<file path="config.mk">
export PLATFORM = sky130hd
export DESIGN_NAME = sorted_list_priority_queue_flat
export DESIGN_NICKNAME = d
export VERILOG_FILES = /design/src/rtl/slpq_pkg.sv /design/src/rtl/slpq_intf.sv /design/src/rtl/slpq_ctrl.sv /design/src/rtl/slpq_dp.sv /design/src/rtl/sorted_list_priority_queue.sv /design/src/flat_wrapper.sv
export VERILOG_INCLUDE_DIRS = /design/src /design/src/rtl
export SDC_FILE = /design/constraint.sdc
export NUM_CORES = 1
export LEC_CHECK = 0
export ABC_CLOCK_PERIOD_IN_PS = 13870
export BUFFER_PORTS_ARGS = -buffer_cell sky130_fd_sc_hd__buf_2
export CAP_MARGIN = 20
export CELL_PAD_IN_SITES_DETAIL_PLACEMENT = 1
export CELL_PAD_IN_SITES_GLOBAL_PLACEMENT = 2
export CORE_UTILIZATION = 50
export CTS_CLUSTER_DIAMETER = 30
export DETAILED_ROUTE_END_ITERATION = 8
export PLACE_DENSITY_LB_ADDON = 0.2
export SLEW_MARGIN = 10
export SYNTH_ARGS = -nofsm -noshare
export SYNTH_HDL_FRONTEND = slang
export SYNTH_SLANG_ARGS = --single-unit
export TNS_END_PERCENT = 10
</file>
<file path="constraint.sdc">
create_clock -name clk -period 13.87 [get_ports clk]
set_input_delay 2.0805 -clock clk [delete_from_list [all_inputs] [get_ports clk]]
set_output_delay 2.0805 -clock clk [all_outputs]
set_load 0.02 [all_outputs]
</file>
<file path="src/rtl/sorted_list_priority_queue_macros.svh">
// Assertion macros for the sorted list priority queue.
// Expects clk and arst_n in the scope of each use.
`ifndef SORTED_LIST_PRIORITY_QUEUE_MACROS_SVH
`define SORTED_LIST_PRIORITY_QUEUE_MACROS_SVH

// Checked only outside reset.
`define SLPQ_ASSERT(lbl, prop, msg) \
	lbl: assert property (@(posedge clk) disable iff (!arst_n) prop) else $error(msg);

// Checked at every edge, reset included.
`define SLPQ_ASSERT_ALWAYS(lbl, prop, msg) \
	lbl: assert property (@(posedge clk) prop) else $error(msg);

`endif

</file>
<file path="src/rtl/slpq_pkg.sv">
// Shared types and constants of the sorted list priority queue.
// No dependencies.
package slpq_pkg;

	localparam int KEY_W = 20;
	localparam int PAY_W = 32;
	localparam int OP_W  = 2;
	localparam int ST_W  = 2;

	typedef enum logic [OP_W-1:0] {
		OP_INSERT = 2'd0,
		OP_POP    = 2'd1,
		OP_LIST   = 2'd2
	} op_t;

	typedef enum logic [ST_W-1:0] {
		ST_OK    = 2'd0,
		ST_FULL  = 2'd1,
		ST_EMPTY = 2'd2
	} status_t;

	// Address source of the slot memories for the next read.
	typedef enum logic [1:0] {
		RD_HEAD,
		RD_CUR,
		RD_NEXT
	} rd_sel_t;

	// What the response register is loaded with.
	typedef enum logic [2:0] {
		RES_STORED,
		RES_FULL,
		RES_EMPTY,
		RES_POP,
		RES_LIST
	} res_sel_t;

	typedef enum logic [3:0] {
		S_IDLE,
		S_SCAN,
		S_WALK,
		S_LINK_NEW,
		S_LINK_PREV,
		S_STORED,
		S_FULL,
		S_POP,
		S_LIST
	} state_t;

	typedef struct packed {
		logic     accept;     // request taken: latch it, start at head
		rd_sel_t  rd_sel;
		logic     scan_inc;   // free-slot scan moves on
		logic     claim;      // free slot found: write key/payload, mark busy
		logic     step;       // walk moves one node: prev <= cur, cur <= next
		logic     link_new;   // link of new slot <= cur
		logic     head_new;   // head <= new slot
		logic     link_prev;  // link of prev <= new slot
		logic     pop_head;   // free head slot, head <= its link
		logic     out_load;
		res_sel_t res_sel;
	} cmd_t;

	typedef struct packed {
		logic free_hit;   // slot under scan is free
		logic scan_end;   // scan ran past last slot
		logic cur_nil;
		logic prev_nil;
		logic next_nil;   // link of current node is null
		logic key_less;   // request key below key of current node
		logic out_free;   // response register can take a result
	} sts_t;

endpackage

</file>
<file path="src/rtl/slpq_intf.sv">
// Request and response channel interfaces of the sorted list priority queue.
// Depends on slpq_pkg.
interface slpq_req_if;
	import slpq_pkg::*;
	logic              valid;
	logic              ready;
	logic [OP_W-1:0]   op;
	logic [KEY_W-1:0]  key;
	logic [PAY_W-1:0]  payload;

	modport source (output valid, op, key, payload, input ready);
	modport sink   (input valid, op, key, payload, output ready);
endinterface

interface slpq_rsp_if;
	import slpq_pkg::*;
	logic              valid;
	logic              ready;
	logic [ST_W-1:0]   status;
	logic [KEY_W-1:0]  out_key;
	logic [PAY_W-1:0]  out_payload;
	logic              last;

	modport source (output valid, status, out_key, out_payload, last, input ready);
	modport sink   (input valid, status, out_key, out_payload, last, output ready);
endinterface

</file>
<file path="src/rtl/slpq_ctrl.sv">
// Controller state machine of the sorted list priority queue.
// Depends on slpq_pkg; drives the datapath through cmd_t, watches sts_t.
module slpq_ctrl (
	input  logic                       clk,
	input  logic                       arst_n,
	input  logic                       in_valid,
	input  logic [slpq_pkg::OP_W-1:0]  in_op,
	output logic                       in_ready,
	input  slpq_pkg::sts_t             sts,
	output slpq_pkg::cmd_t             cmd
);
	import slpq_pkg::*;

	state_t state_q;
	state_t state_nxt;

	always_ff @(posedge clk or negedge arst_n) begin
		if (!arst_n) begin
			state_q <= S_IDLE;
		end else begin
			state_q <= state_nxt;
		end
	end

	always_comb begin
		state_nxt   = state_q;
		in_ready    = 1'b0;
		cmd         = '0;
		cmd.rd_sel  = RD_CUR;
		cmd.res_sel = RES_STORED;
		case (state_q)
			S_IDLE: begin
				in_ready   = 1'b1;
				cmd.rd_sel = RD_HEAD;
				cmd.accept = in_valid;
				if (in_valid) begin
					case (in_op)
						OP_INSERT: state_nxt = S_SCAN;
						OP_POP:    state_nxt = S_POP;
						OP_LIST:   state_nxt = S_LIST;
						default:   state_nxt = S_IDLE; // unused code: dropped
					endcase
				end
			end
			S_SCAN: begin
				if (sts.scan_end) begin
					state_nxt = S_FULL;
				end else if (sts.free_hit) begin
					cmd.claim = 1'b1;
					state_nxt = S_WALK;
				end else begin
					cmd.scan_inc = 1'b1;
				end
			end
			S_WALK: begin
				// stop at the first node with a larger key, or at the tail
				if (!sts.cur_nil && !sts.key_less) begin
					cmd.step   = 1'b1;
					cmd.rd_sel = RD_NEXT;
				end else begin
					state_nxt = S_LINK_NEW;
				end
			end
			S_LINK_NEW: begin
				cmd.link_new = 1'b1;
				if (sts.prev_nil) begin
					cmd.head_new = 1'b1;
					state_nxt    = S_STORED;
				end else begin
					state_nxt = S_LINK_PREV;
				end
			end
			S_LINK_PREV: begin
				cmd.link_prev = 1'b1;
				state_nxt     = S_STORED;
			end
			S_STORED: begin
				if (sts.out_free) begin
					cmd.out_load = 1'b1;
					cmd.res_sel  = RES_STORED;
					state_nxt    = S_IDLE;
				end
			end
			S_FULL: begin
				if (sts.out_free) begin
					cmd.out_load = 1'b1;
					cmd.res_sel  = RES_FULL;
					state_nxt    = S_IDLE;
				end
			end
			S_POP: begin
				if (sts.out_free) begin
					cmd.out_load = 1'b1;
					state_nxt    = S_IDLE;
					if (sts.cur_nil) begin
						cmd.res_sel = RES_EMPTY;
					end else begin
						cmd.res_sel  = RES_POP;
						cmd.pop_head = 1'b1;
					end
				end
			end
			S_LIST: begin
				if (sts.out_free) begin
					cmd.out_load = 1'b1;
					if (sts.cur_nil) begin
						cmd.res_sel = RES_EMPTY;
						state_nxt   = S_IDLE;
					end else begin
						cmd.res_sel = RES_LIST;
						if (sts.next_nil) begin
							state_nxt = S_IDLE;
						end else begin
							cmd.step   = 1'b1;
							cmd.rd_sel = RD_NEXT;
						end
					end
				end
			end
			default: begin
				state_nxt = S_IDLE;
			end
		endcase
	end

endmodule

</file>
<file path="src/rtl/slpq_dp.sv">
// Datapath of the sorted list priority queue: slot memories, busy map,
// head and walk pointers, response register. Depends on slpq_pkg.
module slpq_dp #(
	parameter int CAPACITY = 16
) (
	input  logic                        clk,
	input  logic                        arst_n,
	input  slpq_pkg::cmd_t              cmd,
	output slpq_pkg::sts_t              sts,
	input  logic [slpq_pkg::KEY_W-1:0]  in_key,
	input  logic [slpq_pkg::PAY_W-1:0]  in_payload,
	output logic                        rsp_valid,
	input  logic                        rsp_ready,
	output logic [slpq_pkg::ST_W-1:0]   rsp_status,
	output logic [slpq_pkg::KEY_W-1:0]  rsp_key,
	output logic [slpq_pkg::PAY_W-1:0]  rsp_payload,
	output logic                        rsp_last
);
	import slpq_pkg::*;

	// links hold CAPACITY as the null mark
	localparam int          LW  = $clog2(CAPACITY + 1);
	localparam int          AW  = $clog2(CAPACITY);
	localparam logic [LW-1:0] NIL = LW'(CAPACITY);

	logic [KEY_W-1:0] key_mem  [CAPACITY];
	logic [PAY_W-1:0] pay_mem  [CAPACITY];
	logic [LW-1:0]    link_mem [CAPACITY];

	logic [CAPACITY-1:0] busy_q;
	logic [LW-1:0]       head_q;
	logic [LW-1:0]       cur_q;
	logic [LW-1:0]       prev_q;
	logic [LW-1:0]       scan_q;
	logic [AW-1:0]       free_q;
	logic [KEY_W-1:0]    key_q;
	logic [PAY_W-1:0]    pay_q;

	logic [KEY_W-1:0]    rd_key_q;
	logic [PAY_W-1:0]    rd_pay_q;
	logic [LW-1:0]       rd_link_q;

	logic                out_v_q;
	logic [ST_W-1:0]     out_status_q;
	logic [KEY_W-1:0]    out_key_q;
	logic [PAY_W-1:0]    out_pay_q;
	logic                out_last_q;

	logic [LW-1:0]       rd_addr;
	logic                link_we;
	logic [AW-1:0]       link_wa;
	logic [LW-1:0]       link_wd;

	logic [ST_W-1:0]     res_status;
	logic [KEY_W-1:0]    res_key;
	logic [PAY_W-1:0]    res_pay;
	logic                res_last;

	always_comb begin
		case (cmd.rd_sel)
			RD_HEAD: rd_addr = head_q;
			RD_NEXT: rd_addr = rd_link_q;
			default: rd_addr = cur_q;
		endcase
	end

	always_comb begin
		link_we = cmd.link_new || cmd.link_prev;
		if (cmd.link_prev) begin
			link_wa = prev_q[AW-1:0];
			link_wd = LW'(free_q);
		end else begin
			link_wa = free_q;
			link_wd = cur_q;
		end
	end

	// slot memories: one write and one registered read each
	always_ff @(posedge clk) begin
		if (cmd.claim) begin
			key_mem[scan_q[AW-1:0]] <= key_q;
			pay_mem[scan_q[AW-1:0]] <= pay_q;
		end
		if (link_we) begin
			link_mem[link_wa] <= link_wd;
		end
		rd_key_q  <= key_mem[rd_addr[AW-1:0]];
		rd_pay_q  <= pay_mem[rd_addr[AW-1:0]];
		rd_link_q <= link_mem[rd_addr[AW-1:0]];
	end

	always_ff @(posedge clk) begin
		if (cmd.accept) begin
			key_q <= in_key;
			pay_q <= in_payload;
		end
		if (cmd.claim) begin
			free_q <= scan_q[AW-1:0];
		end
	end

	always_ff @(posedge clk or negedge arst_n) begin
		if (!arst_n) begin
			busy_q <= '0;
			head_q <= NIL;
			cur_q  <= NIL;
			prev_q <= NIL;
			scan_q <= '0;
		end else begin
			if (cmd.accept) begin
				cur_q  <= head_q;
				prev_q <= NIL;
				scan_q <= '0;
			end
			if (cmd.scan_inc) begin
				scan_q <= scan_q + LW'(1);
			end
			if (cmd.claim) begin
				busy_q[scan_q[AW-1:0]] <= 1'b1;
			end
			if (cmd.step) begin
				prev_q <= cur_q;
				cur_q  <= rd_link_q;
			end
			if (cmd.head_new) begin
				head_q <= LW'(free_q);
			end
			if (cmd.pop_head) begin
				busy_q[cur_q[AW-1:0]] <= 1'b0;
				head_q <= rd_link_q;
			end
		end
	end

	always_comb begin
		res_status = ST_OK;
		res_key    = '0;
		res_pay    = '0;
		res_last   = 1'b1;
		case (cmd.res_sel)
			RES_STORED: res_status = ST_OK;
			RES_FULL:   res_status = ST_FULL;
			RES_EMPTY:  res_status = ST_EMPTY;
			RES_POP: begin
				res_key = rd_key_q;
				res_pay = rd_pay_q;
			end
			RES_LIST: begin
				res_key  = rd_key_q;
				res_pay  = rd_pay_q;
				res_last = (rd_link_q == NIL);
			end
			default: res_status = ST_OK;
		endcase
	end

	always_ff @(posedge clk or negedge arst_n) begin
		if (!arst_n) begin
			out_v_q <= 1'b0;
		end else if (cmd.out_load) begin
			out_v_q <= 1'b1;
		end else if (rsp_ready) begin
			out_v_q <= 1'b0;
		end
	end

	always_ff @(posedge clk) begin
		if (cmd.out_load) begin
			out_status_q <= res_status;
			out_key_q    <= res_key;
			out_pay_q    <= res_pay;
			out_last_q   <= res_last;
		end
	end

	assign rsp_valid   = out_v_q;
	assign rsp_status  = out_status_q;
	assign rsp_key     = out_key_q;
	assign rsp_payload = out_pay_q;
	assign rsp_last    = out_last_q;

	assign sts.free_hit = !busy_q[scan_q[AW-1:0]];
	assign sts.scan_end = (scan_q == NIL);
	assign sts.cur_nil  = (cur_q == NIL);
	assign sts.prev_nil = (prev_q == NIL);
	assign sts.next_nil = (rd_link_q == NIL);
	assign sts.key_less = (key_q < rd_key_q);
	assign sts.out_free = !out_v_q || rsp_ready;

endmodule

</file>
<file path="src/rtl/sorted_list_priority_queue.sv">
// Insert: a free-slot scan of one slot a cycle, then a list walk of one node a
// cycle (one memory read port), then one or two link writes. Pop: the head
// entry as result. List: one entry a cycle while the response channel takes
// them. One request in work at a time.
// arst_n clears the busy map, head and control; slot memories are not cleared.
`include "sorted_list_priority_queue_macros.svh"

module sorted_list_priority_queue #(
	parameter int CAPACITY = 16
) (
	input  logic        clk,
	input  logic        arst_n,
	slpq_req_if.sink    req,
	slpq_rsp_if.source  rsp
);
	import slpq_pkg::*;

	cmd_t ctl_cmd;
	sts_t dp_sts;

	slpq_ctrl u_ctrl (
		.clk      (clk),
		.arst_n   (arst_n),
		.in_valid (req.valid),
		.in_op    (req.op),
		.in_ready (req.ready),
		.sts      (dp_sts),
		.cmd      (ctl_cmd)
	);

	slpq_dp #(
		.CAPACITY (CAPACITY)
	) u_dp (
		.clk         (clk),
		.arst_n      (arst_n),
		.cmd         (ctl_cmd),
		.sts         (dp_sts),
		.in_key      (req.key),
		.in_payload  (req.payload),
		.rsp_valid   (rsp.valid),
		.rsp_ready   (rsp.ready),
		.rsp_status  (rsp.status),
		.rsp_key     (rsp.out_key),
		.rsp_payload (rsp.out_payload),
		.rsp_last    (rsp.last)
	);

	// no list or memory update while a new request can be taken
	`SLPQ_ASSERT(a_idle_no_update, req.ready |-> !(ctl_cmd.claim || ctl_cmd.link_new || ctl_cmd.link_prev || ctl_cmd.pop_head), "list updated while idle")
	// a result is never written over one still waiting
	`SLPQ_ASSERT_ALWAYS(a_load_when_free, ctl_cmd.out_load |-> dp_sts.out_free, "response register overrun")
	// full and empty results always end their request
	`SLPQ_ASSERT(a_error_is_last, rsp.valid && (rsp.status != ST_OK) |-> rsp.last, "error result without last")

endmodule

</file>
<file path="src/flat_wrapper.sv">
// flat-port wrapper written by rule: the top's interface ports become plain ports
module sorted_list_priority_queue_flat import slpq_pkg::*;
#(
	parameter int CAPACITY = 16
)
  (clk, arst_n, req_valid, req_op, req_key, req_payload, req_ready, rsp_valid, rsp_status, rsp_out_key, rsp_out_payload, rsp_last, rsp_ready);
  slpq_req_if req_i ();
  slpq_rsp_if rsp_i ();
  input  logic clk;
  input  logic arst_n;
  input wire logic [$bits(req_i.valid)-1:0] req_valid;
  input wire logic [$bits(req_i.op)-1:0] req_op;
  input wire logic [$bits(req_i.key)-1:0] req_key;
  input wire logic [$bits(req_i.payload)-1:0] req_payload;
  output wire logic [$bits(req_i.ready)-1:0] req_ready;
  output wire logic [$bits(rsp_i.valid)-1:0] rsp_valid;
  output wire logic [$bits(rsp_i.status)-1:0] rsp_status;
  output wire logic [$bits(rsp_i.out_key)-1:0] rsp_out_key;
  output wire logic [$bits(rsp_i.out_payload)-1:0] rsp_out_payload;
  output wire logic [$bits(rsp_i.last)-1:0] rsp_last;
  input wire logic [$bits(rsp_i.ready)-1:0] rsp_ready;
  assign req_i.valid = req_valid;
  assign req_i.op = req_op;
  assign req_i.key = req_key;
  assign req_i.payload = req_payload;
  assign req_ready = req_i.ready;
  assign rsp_valid = rsp_i.valid;
  assign rsp_status = rsp_i.status;
  assign rsp_out_key = rsp_i.out_key;
  assign rsp_out_payload = rsp_i.out_payload;
  assign rsp_last = rsp_i.last;
  assign rsp_i.ready = rsp_ready;
  sorted_list_priority_queue #(.CAPACITY(CAPACITY)) u_core (.clk(clk), .arst_n(arst_n), .req(req_i), .rsp(rsp_i));
endmodule
</file>
==> qor.txt, run 1 <==
GRT Overall Usage = 28.4%
Setup crit end kind = register
routed wire length = 127 mm
CTS Hold Bufs = 0
Die Wd = 299 µm
CTS Sinks = 1121
WL/cell = 29.8 µm
switching power share of the total = 38.1%
critical path type = reg2reg
setup TNS = 0 ns
P_leak = 18.4 nW
most common cell after layout, fill and taps aside = edfxtp_1
setup bufs post-CTS = 0
Max-cap violations = 0
Root Driver = clkbuf_16
Tot Pwr = 15.2 mW
htree depth = 4
TritonCTS Buffers = 211
ys flop type = edfxtp_1
worst setup margin = 6.67 ns
port bufs = 114
Final period util = 51.9%
DR DRC count = 0
Worst R2R Path Depth = 13
number of DRC markers in iteration 0 = 2540
flop-to-flop setup slack = 6.67 ns
core area = 87000 µm²
Sequential Power Share = 29.1%
pwr/cell area = 285 nW/µm²
post-cts sizing count = 0
Place WS = 6.57 ns
clk buf depth = 3
hold wc startpoint = u_core.u_dp.busy_q[14]
# rows = 108
Slew @ Worst Pin = 1.28 ns
Hold EP = u_core.u_dp.busy_q[14]
Cell Area, Synth = 44100 µm²
post-synthesis register bit count = 1121
GP Congestion = 0.775
Worst EP required = 14.51 ns
I/O Pins = 115
via/cell ratio = 6.34
via count = 27000
VDD IR max = 0.436 mV
layout overhead on the synthesized area = 20.8%
CP Launch Type = register
Critical Path Fanout Max = 168
Setup Skew = 0.0318 ns
vias in the first global route = 29000
pin count of the biggest net entering global routing = 175
global-route wire length before repair = 187 mm
clock power share = 34.5%
initial antenna violation count = 2
number of synthesized flops with an enable pin = 1023
minimum clock period = 7.20 ns
Fmax = 139 MHz
CTS clock-pin slew for the worst setup and hold paths = 0.05 ns
Post-DRT Antenna Nets = 0
WHS Path Cells = 1
critical path data arrival time = 7.83 ns
filler instances = 7719
worst-skew pair later-pin latency = 0.80 ns
ys async rst share = 3.66%
Reg2Reg Capture Point = u_core.u_dp.rd_pay_q[0]
sequential share of the synthesized area = 74.6%
grt ovf = 0
syn nets = 2821
Slew Viols, Final = 0
final hold viol count = 0
share of layout cells above drive strength 1 = 19.1%
final setup vio count = 0
hold slack = 0.488 ns
Synthesis Warnings = 0
total die area = 89400 µm²
worst reg2reg startpoint = u_core.u_dp.key_q[19]
Avg Cell Area, Syn = 16.1 µm²
DIE HEIGHT = 299 µm
Logic pwr share = 36.5%
drt first pass iters = 5
RSZ-0062 raised after global routing = false
Final Net Count = 2991
most frequent cells in the layout = edfxtp_1, mux2i_1, nand3_1, a2111oi_0, clkbuf_16
net switching power figure = 5.78 mW
Hold WC Path Type = reg2reg
CTS tree = built
Pint = 9.38 mW
Max-Slew Margin vs Limit = 14.7%
Starting Density = 50.7%
dpl hpwl = 62.7 mm
Final Util = 61.2%
Yosys cell types = 68
status = completed
Synth Instances = 2740
layout make-up:
cell class | instances | area (µm²) | share of cell area (%)
clock inverters | 139 | 1690 | 3.17
well taps | 1155 | 1450 | 2.71
multi-input cells | 1373 | 10400 | 19.6
inverters | 34 | 129 | 0.242
repair buffers | 169 | 1030 | 1.93
flip-flops and latches | 1121 | 32900 | 61.7
diodes | 1 | 2.50 | 0.00470
clock buffers | 261 | 5650 | 10.6
stage by stage:
step	area [µm²]	std cells
global placement	45900	3849
global route	53300	4252
CTS	53200	4249
detailed placement	45900	3849
finish	53300	4253
floorplan	44100	2740
how the worst max path moves through the flow:
stage	startpoint	to	slack (ns)	cells past startpoint
2_1_floorplan	u_core.u_dp.scan_q[0]	u_core.u_dp.busy_q[1]	7.38	7
3_3_place_gp	rsp_ready	u_core.u_dp.rd_pay_q[5]	6.91	13
3_5_place_dp	rsp_ready	u_core.u_dp.rd_pay_q[0]	6.57	13
4_1_cts	u_core.u_dp.key_q[16]	u_core.u_dp.rd_pay_q[0]	6.72	12
5_1_grt	u_core.u_dp.key_q[17]	u_core.u_dp.rd_pay_q[0]	6.35	12
6_report	u_core.u_dp.key_q[19]	u_core.u_dp.rd_pay_q[0]	6.67	13
critical path, stage by stage, from the launching register on:
cell	delay [ns]
edfxtp_1	0.64
ha_1	0.44
nand4_1	0.18
nor4_1	0.74
a22oi_1	0.28
nand3b_1	0.57
o21ai_4	0.13
buf_12	0.29
nand2_8	0.77
buf_12	0.57
buf_4	0.71
mux2_2	0.42
a2111oi_0	0.66
nand3_1	0.17
registers in the layout (all words and copies together) (netlist names), 16 cells and up:
name                     cells
u_core.u_dp.busy_q          16
u_core.u_dp.key_mem        320
u_core.u_dp.key_q           20
u_core.u_dp.link_mem        80
u_core.u_dp.pay_mem        512
u_core.u_dp.pay_q           32
u_core.u_dp.rd_key_q        20
u_core.u_dp.rd_pay_q        32
u_core.u_dp.rsp_key         20
u_core.u_dp.rsp_payload     32
cells in the mapped netlist (4+ instances only):
library cell  count  area, µm²
nand2b_1          7       43.8
o22a_1          122       1070
nor2b_1           5       31.3
mux2_2           14        158
mux2_4           10        150
dfxtp_1          57       1140
and3_1            4       25.0
o21a_1            4       30.0
mux2i_1         235       2350
o21ai_1           5       25.0
nand4_1           4       25.0
clkbuf_1        153        574
o22ai_1           8       50.1
buf_6             6       67.6
edfxtp_1       1023      30700
nor3_1           35        175
ha_1             23        288
a21oi_1          15       75.1
a22oi_1           8       60.1
o21ai_0         177        886
buf_2            42        210
inv_1            33        124
o31ai_1           4       30.0
nand2_1          48        180
or3_1             5       31.3
and2_1           33        206
a31oi_1          10       62.6
mux4_2            5        113
dfrtp_1          38        951
mux2_1           33        372
nor2_1           61        229
nand3_1         232       1160
buf_1             8       30.0
a2111oi_0       223       1950
cells by family after synthesis:
logic type | synth area share [%]
fa+ha+maj | 0.653
flops | 74.6
buf+inv | 2.34
mux | 7.13
simple gates | 5.08
xor+xnor | 0.0199
compound gates | 10.2
routing by layer:
metal / vias up / track usage, % / part of all wire, %
met5: - / 0 / 0
met4: 0 / 12.2 / 3.3
met3: 274 / 4.67 / 5.9
met2: 1053 / 46.1 / 49
met1: 14100 / 38.1 / 42
li1: 11500 / - / -
power by group through the flow:
stage	Sequential [mW]	Clock, mW	Combinational [mW]
after floorplan	4.38	0	3.66
final	4.41	5.22	5.53
after CTS	4.41	5.27	5.52
after global routing	4.44	5.41	5.86
after global placement	4.44	0	5.24
after detailed placement	4.46	0	5.41
No activity file was read; power rests on OpenSTA's default activity.
==> run 2, diff against run 1 <==
- ABC_AREA: unset -> 1
- ABC_CLOCK_PERIOD_IN_PS: 13870 -> 6100
- CORE_UTILIZATION: 50 -> 38
- clock period: 13.87 -> 6.1 ns (I/O delays scaled with it)
==> run 2 against run 1 <==
Compared with the run above:
- cell count is 57% higher
- fmax grew 53%
- design area rose by 15%
- critical endpoint is now u_core.u_dp.rd_pay_q[3]
- largest power group is now the clock network
==> qor.txt, run 2 <==
status = completed
pin count of the biggest net entering global routing = 184 (+5.1%)
grt ovf = 0 (unchanged)
port bufs = 114 (unchanged)
routed wire length = 156 mm (+23%)
Sequential Power Share = 24.8% (-4.3 points)
clk buf depth = 4 (+1)
setup TNS = 0 ns (unchanged)
post-cts sizing count = 0 (unchanged)
Post-synth top cells = inv_1, edfxtp_1, nand3_1
number of DRC markers in iteration 0 = 2331 (-8.2%)
Yosys top cell area share = 62.8% (-6.8 points)
GP Congestion = 0.747 (-3.6%)
largest cells by area after synthesis = edfxtp_1, nand3_1, inv_1, nand4_1, nand2_1
net switching power figure = 15.8 mW (+170%)
worst reg2reg startpoint = u_core.u_dp.key_q[19]
Synthesis Warnings = 0 (unchanged)
P_leak = 26.1 nW (+41%)
Hold WC Path Type = in2reg
ys async rst share = 3.66% (unchanged)
final setup vio count = 0 (unchanged)
via/cell ratio = 5.27 (-17%)
Setup Skew = 0.0526 ns (+0.0207 ns)
Pint = 24.5 mW (+160%)
drt first pass iters = 5 (unchanged)
Worst EP required = 6.84 ns (-7.67 ns)
initial antenna violation count = 1 (-1)
CTS clock-pin slew for the worst setup and hold paths = 0.05 ns (about the same)
VDD IR max = 1.34 mV (+210%)
Synth Instances = 4582 (+67%)
placed insts = 6132 (+59%)
slowest stage delay, CP = 0.67 ns (-0.10 ns)
core area = 128000 µm² (+47%)
WHS Path Cells = 1 (unchanged)
RSZ-0062 raised after global routing = false
critical path data arrival time = 5.45 ns (-2.38 ns)
CTS tree = built
post-synthesis register bit count = 1121 (unchanged)
Critical Path Fanout Max = 183 (+8.9%)
max reg flops = 512 (unchanged)
Fmax = 212 MHz (+53%)
Post-DRT Antenna Nets = 0 (unchanged)
WL/cell = 23.2 µm (-22%)
layout overhead on the synthesized area = 25.5%
TritonCTS Buffers = 318 (+51%)
dpl hpwl = 74.5 mm (+19%)
setup bufs post-CTS = 0 (unchanged)
total die area = 130000 µm² (+46%)
ant diodes = 0 (-1)
Slew @ Worst Pin = 1.18 ns (-0.0973 ns)
Reg2Reg Capture Point = u_core.u_dp.rd_pay_q[3]
Final period util = 77.3% (+25 points)
Slew Viols, Final = 0 (unchanged)
met1 WL = 68.7 mm (+29%)
Yosys cell types = 41 (-40%)
hold wc startpoint = req_payload[0]
syn nets = 4663 (+65%)
sequential share of the synthesized area = 67.3% (-7.3 points)
Cell Area, Synth = 48900 µm² (+11%)
Max-cap violations = 0 (unchanged)
via count = 35300 (+31%)
flop-to-flop setup slack = 1.38 ns (-5.29 ns)
Setup crit end kind = register
Final Net Count = 4873 (+63%)
Final Util = 48.1% (-13 points)
most frequent cells in the layout = inv_1, edfxtp_1, nand3_1, nand2_1, nand4_1
worst-skew pair later-pin latency = 0.89 ns (+0.09 ns)
most common cell after layout, fill and taps aside = inv_1
Top Layer Used = met4
Logic pwr share = 36.1% (-0.4 points)
htree depth = 5 (+1)
metal3 WL = 7.25 mm (-2.7%)
Avg Cell Area, Syn = 10.7 µm² (-34%)
global-route wire length before repair = 235 mm (+25%)
critical path type = reg2reg
Starting Density = 38.3% (-12 points)
DIE HEIGHT = 361 µm (+21%)
Max-Slew Margin vs Limit = 21.0% (+6.3 points)
DR DRC count = 0 (unchanged)
CTS Sinks = 1121 (unchanged)
Final Non-Filler Cells = 6693 (+57%)
minimum clock period = 4.72 ns (-2.48 ns)
I/O Pins = 115 (unchanged)
# rows = 131 (+21%)
Die Wd = 361 µm (+21%)
share of layout cells above drive strength 1 = 14.0% (-5.0 points)
clock power share = 39.1% (+4.6 points)
Routed met2 length = 74.7 mm (+21%)
final hold viol count = 0 (unchanged)
Root Driver = clkbuf_16
CP Launch Type = register
vias in the first global route = 37400 (+29%)
most numerous cell in the Yosys netlist = inv_1
Hold EP = u_core.u_dp.pay_q[0]
ys flop type = edfxtp_1
number of synthesized flops with an enable pin = 1023 (unchanged)
Worst R2R Path Depth = 17 (+4)
GRT Overall Usage = 24.0% (-4.4 points)
area leader, netlist = edfxtp_1
pwr/cell area = 657 nW/µm² (+130%)
worst-path cell chain = ha_1, nand2_1, nor2_1, nand2_1, nor2_1, nand2_1, nand3_1, nand3_1, nand2_2, nand2_8, nand3_4, buf_12, nand2_1, nand3_1, nand3_1, nand3_1, nand2_1
cell with the largest stage delay on the worst path = buf_12
switching power share of the total = 39.2% (+1.1 points)
==> run 2: worst max-delay path by stage <==
stage	from	endpoint	slack (ns)	cells after the start
finish	u_core.u_dp.key_q[19]	u_core.u_dp.rd_pay_q[3]	1.38	17
CTS	u_core.u_dp.key_q[19]	u_core.u_dp.rd_pay_q[3]	1.40	17
global placement	u_core.u_dp.key_q[16]	u_core.u_dp.rd_pay_q[9]	1.46	17
detailed placement	u_core.u_dp.key_q[16]	u_core.u_dp.rd_pay_q[3]	1.44	17
global route	u_core.u_dp.key_q[19]	u_core.u_dp.rd_pay_q[3]	1.03	17
floorplan	u_core.u_dp.scan_q[0]	u_core.u_dp.key_mem[10][0]	1.56	11
==> run 2: power groups by stage <==
stage	Clock [mW]	Combinational, mW	Sequential, mW
3_5_place_dp	0	14.6	10.1
4_1_cts	16.0	14.7	10.0
3_3_place_gp	0	14.5	10.1
5_1_grt	16.4	16.1	10.1
6_report	15.8	14.5	10.0
2_1_floorplan	0	9.92	10.0
==> run 2: logic make-up after synthesis <==
family / synth area share, %
AND/OR/NAND/NOR: 20.1
buffers and inverters: 10.9
flip-flops: 67.3
AO/OA/AOI/OAI: 1.09
adder cells (fa/ha/maj): 0.589
XOR/XNOR: 0.0358
==> run 2: metrics by stage <==
step / area [µm²] / total power [mW] / worst slack (ns) / hold slack (ns)
global route: 61400 / 42.6 / 1.03 / 0.193
detailed placement: 51100 / 24.8 / 1.44 / 0.465
finish: 61400 / 40.3 / 1.38 / 0.221
global placement: 51100 / 24.7 / 1.46 / 0.449
CTS: 61400 / 40.8 / 1.40 / 0.172
floorplan: 48900 / 20.0 / 1.56 / 0.405
==> run 2: layer usage <==
| metal | vias up | track usage [%] |
|---|---|---|
| li1 | 16100 | - |
| met1 | 17900 | 31.5 |
| met2 | 964 | 39.6 |
| met3 | 337 | 3.77 |
| met4 | 0 | 9.40 |
| met5 | - | 0 |
==> run 2: final cells by class <==
cell class	instances	area (µm²)
clock buffers	404	8640
clock inverters	155	1590
fillers	13500	66100
inverters	1039	3920
multi-input cells	2127	10900
flip-flops and latches	1121	32900
well taps	1662	2080
repair buffers	185	1410
==> run 2: what timing repair did <==
item,CTS,global route
endpoints found under the hold margin,0,7
endpoints found under the setup margin,0,0
hold buffers,0,1
==> run 2: critical path: cells and delay by family (launching register included) <==
| kind | cells | cell delay [ns] |
|---|---|---|
| buf+inv | 1 | 0.67 |
| fa+ha+maj | 1 | 0.42 |
| flops | 1 | 0.62 |
| simple gates | 15 | 2.67 |
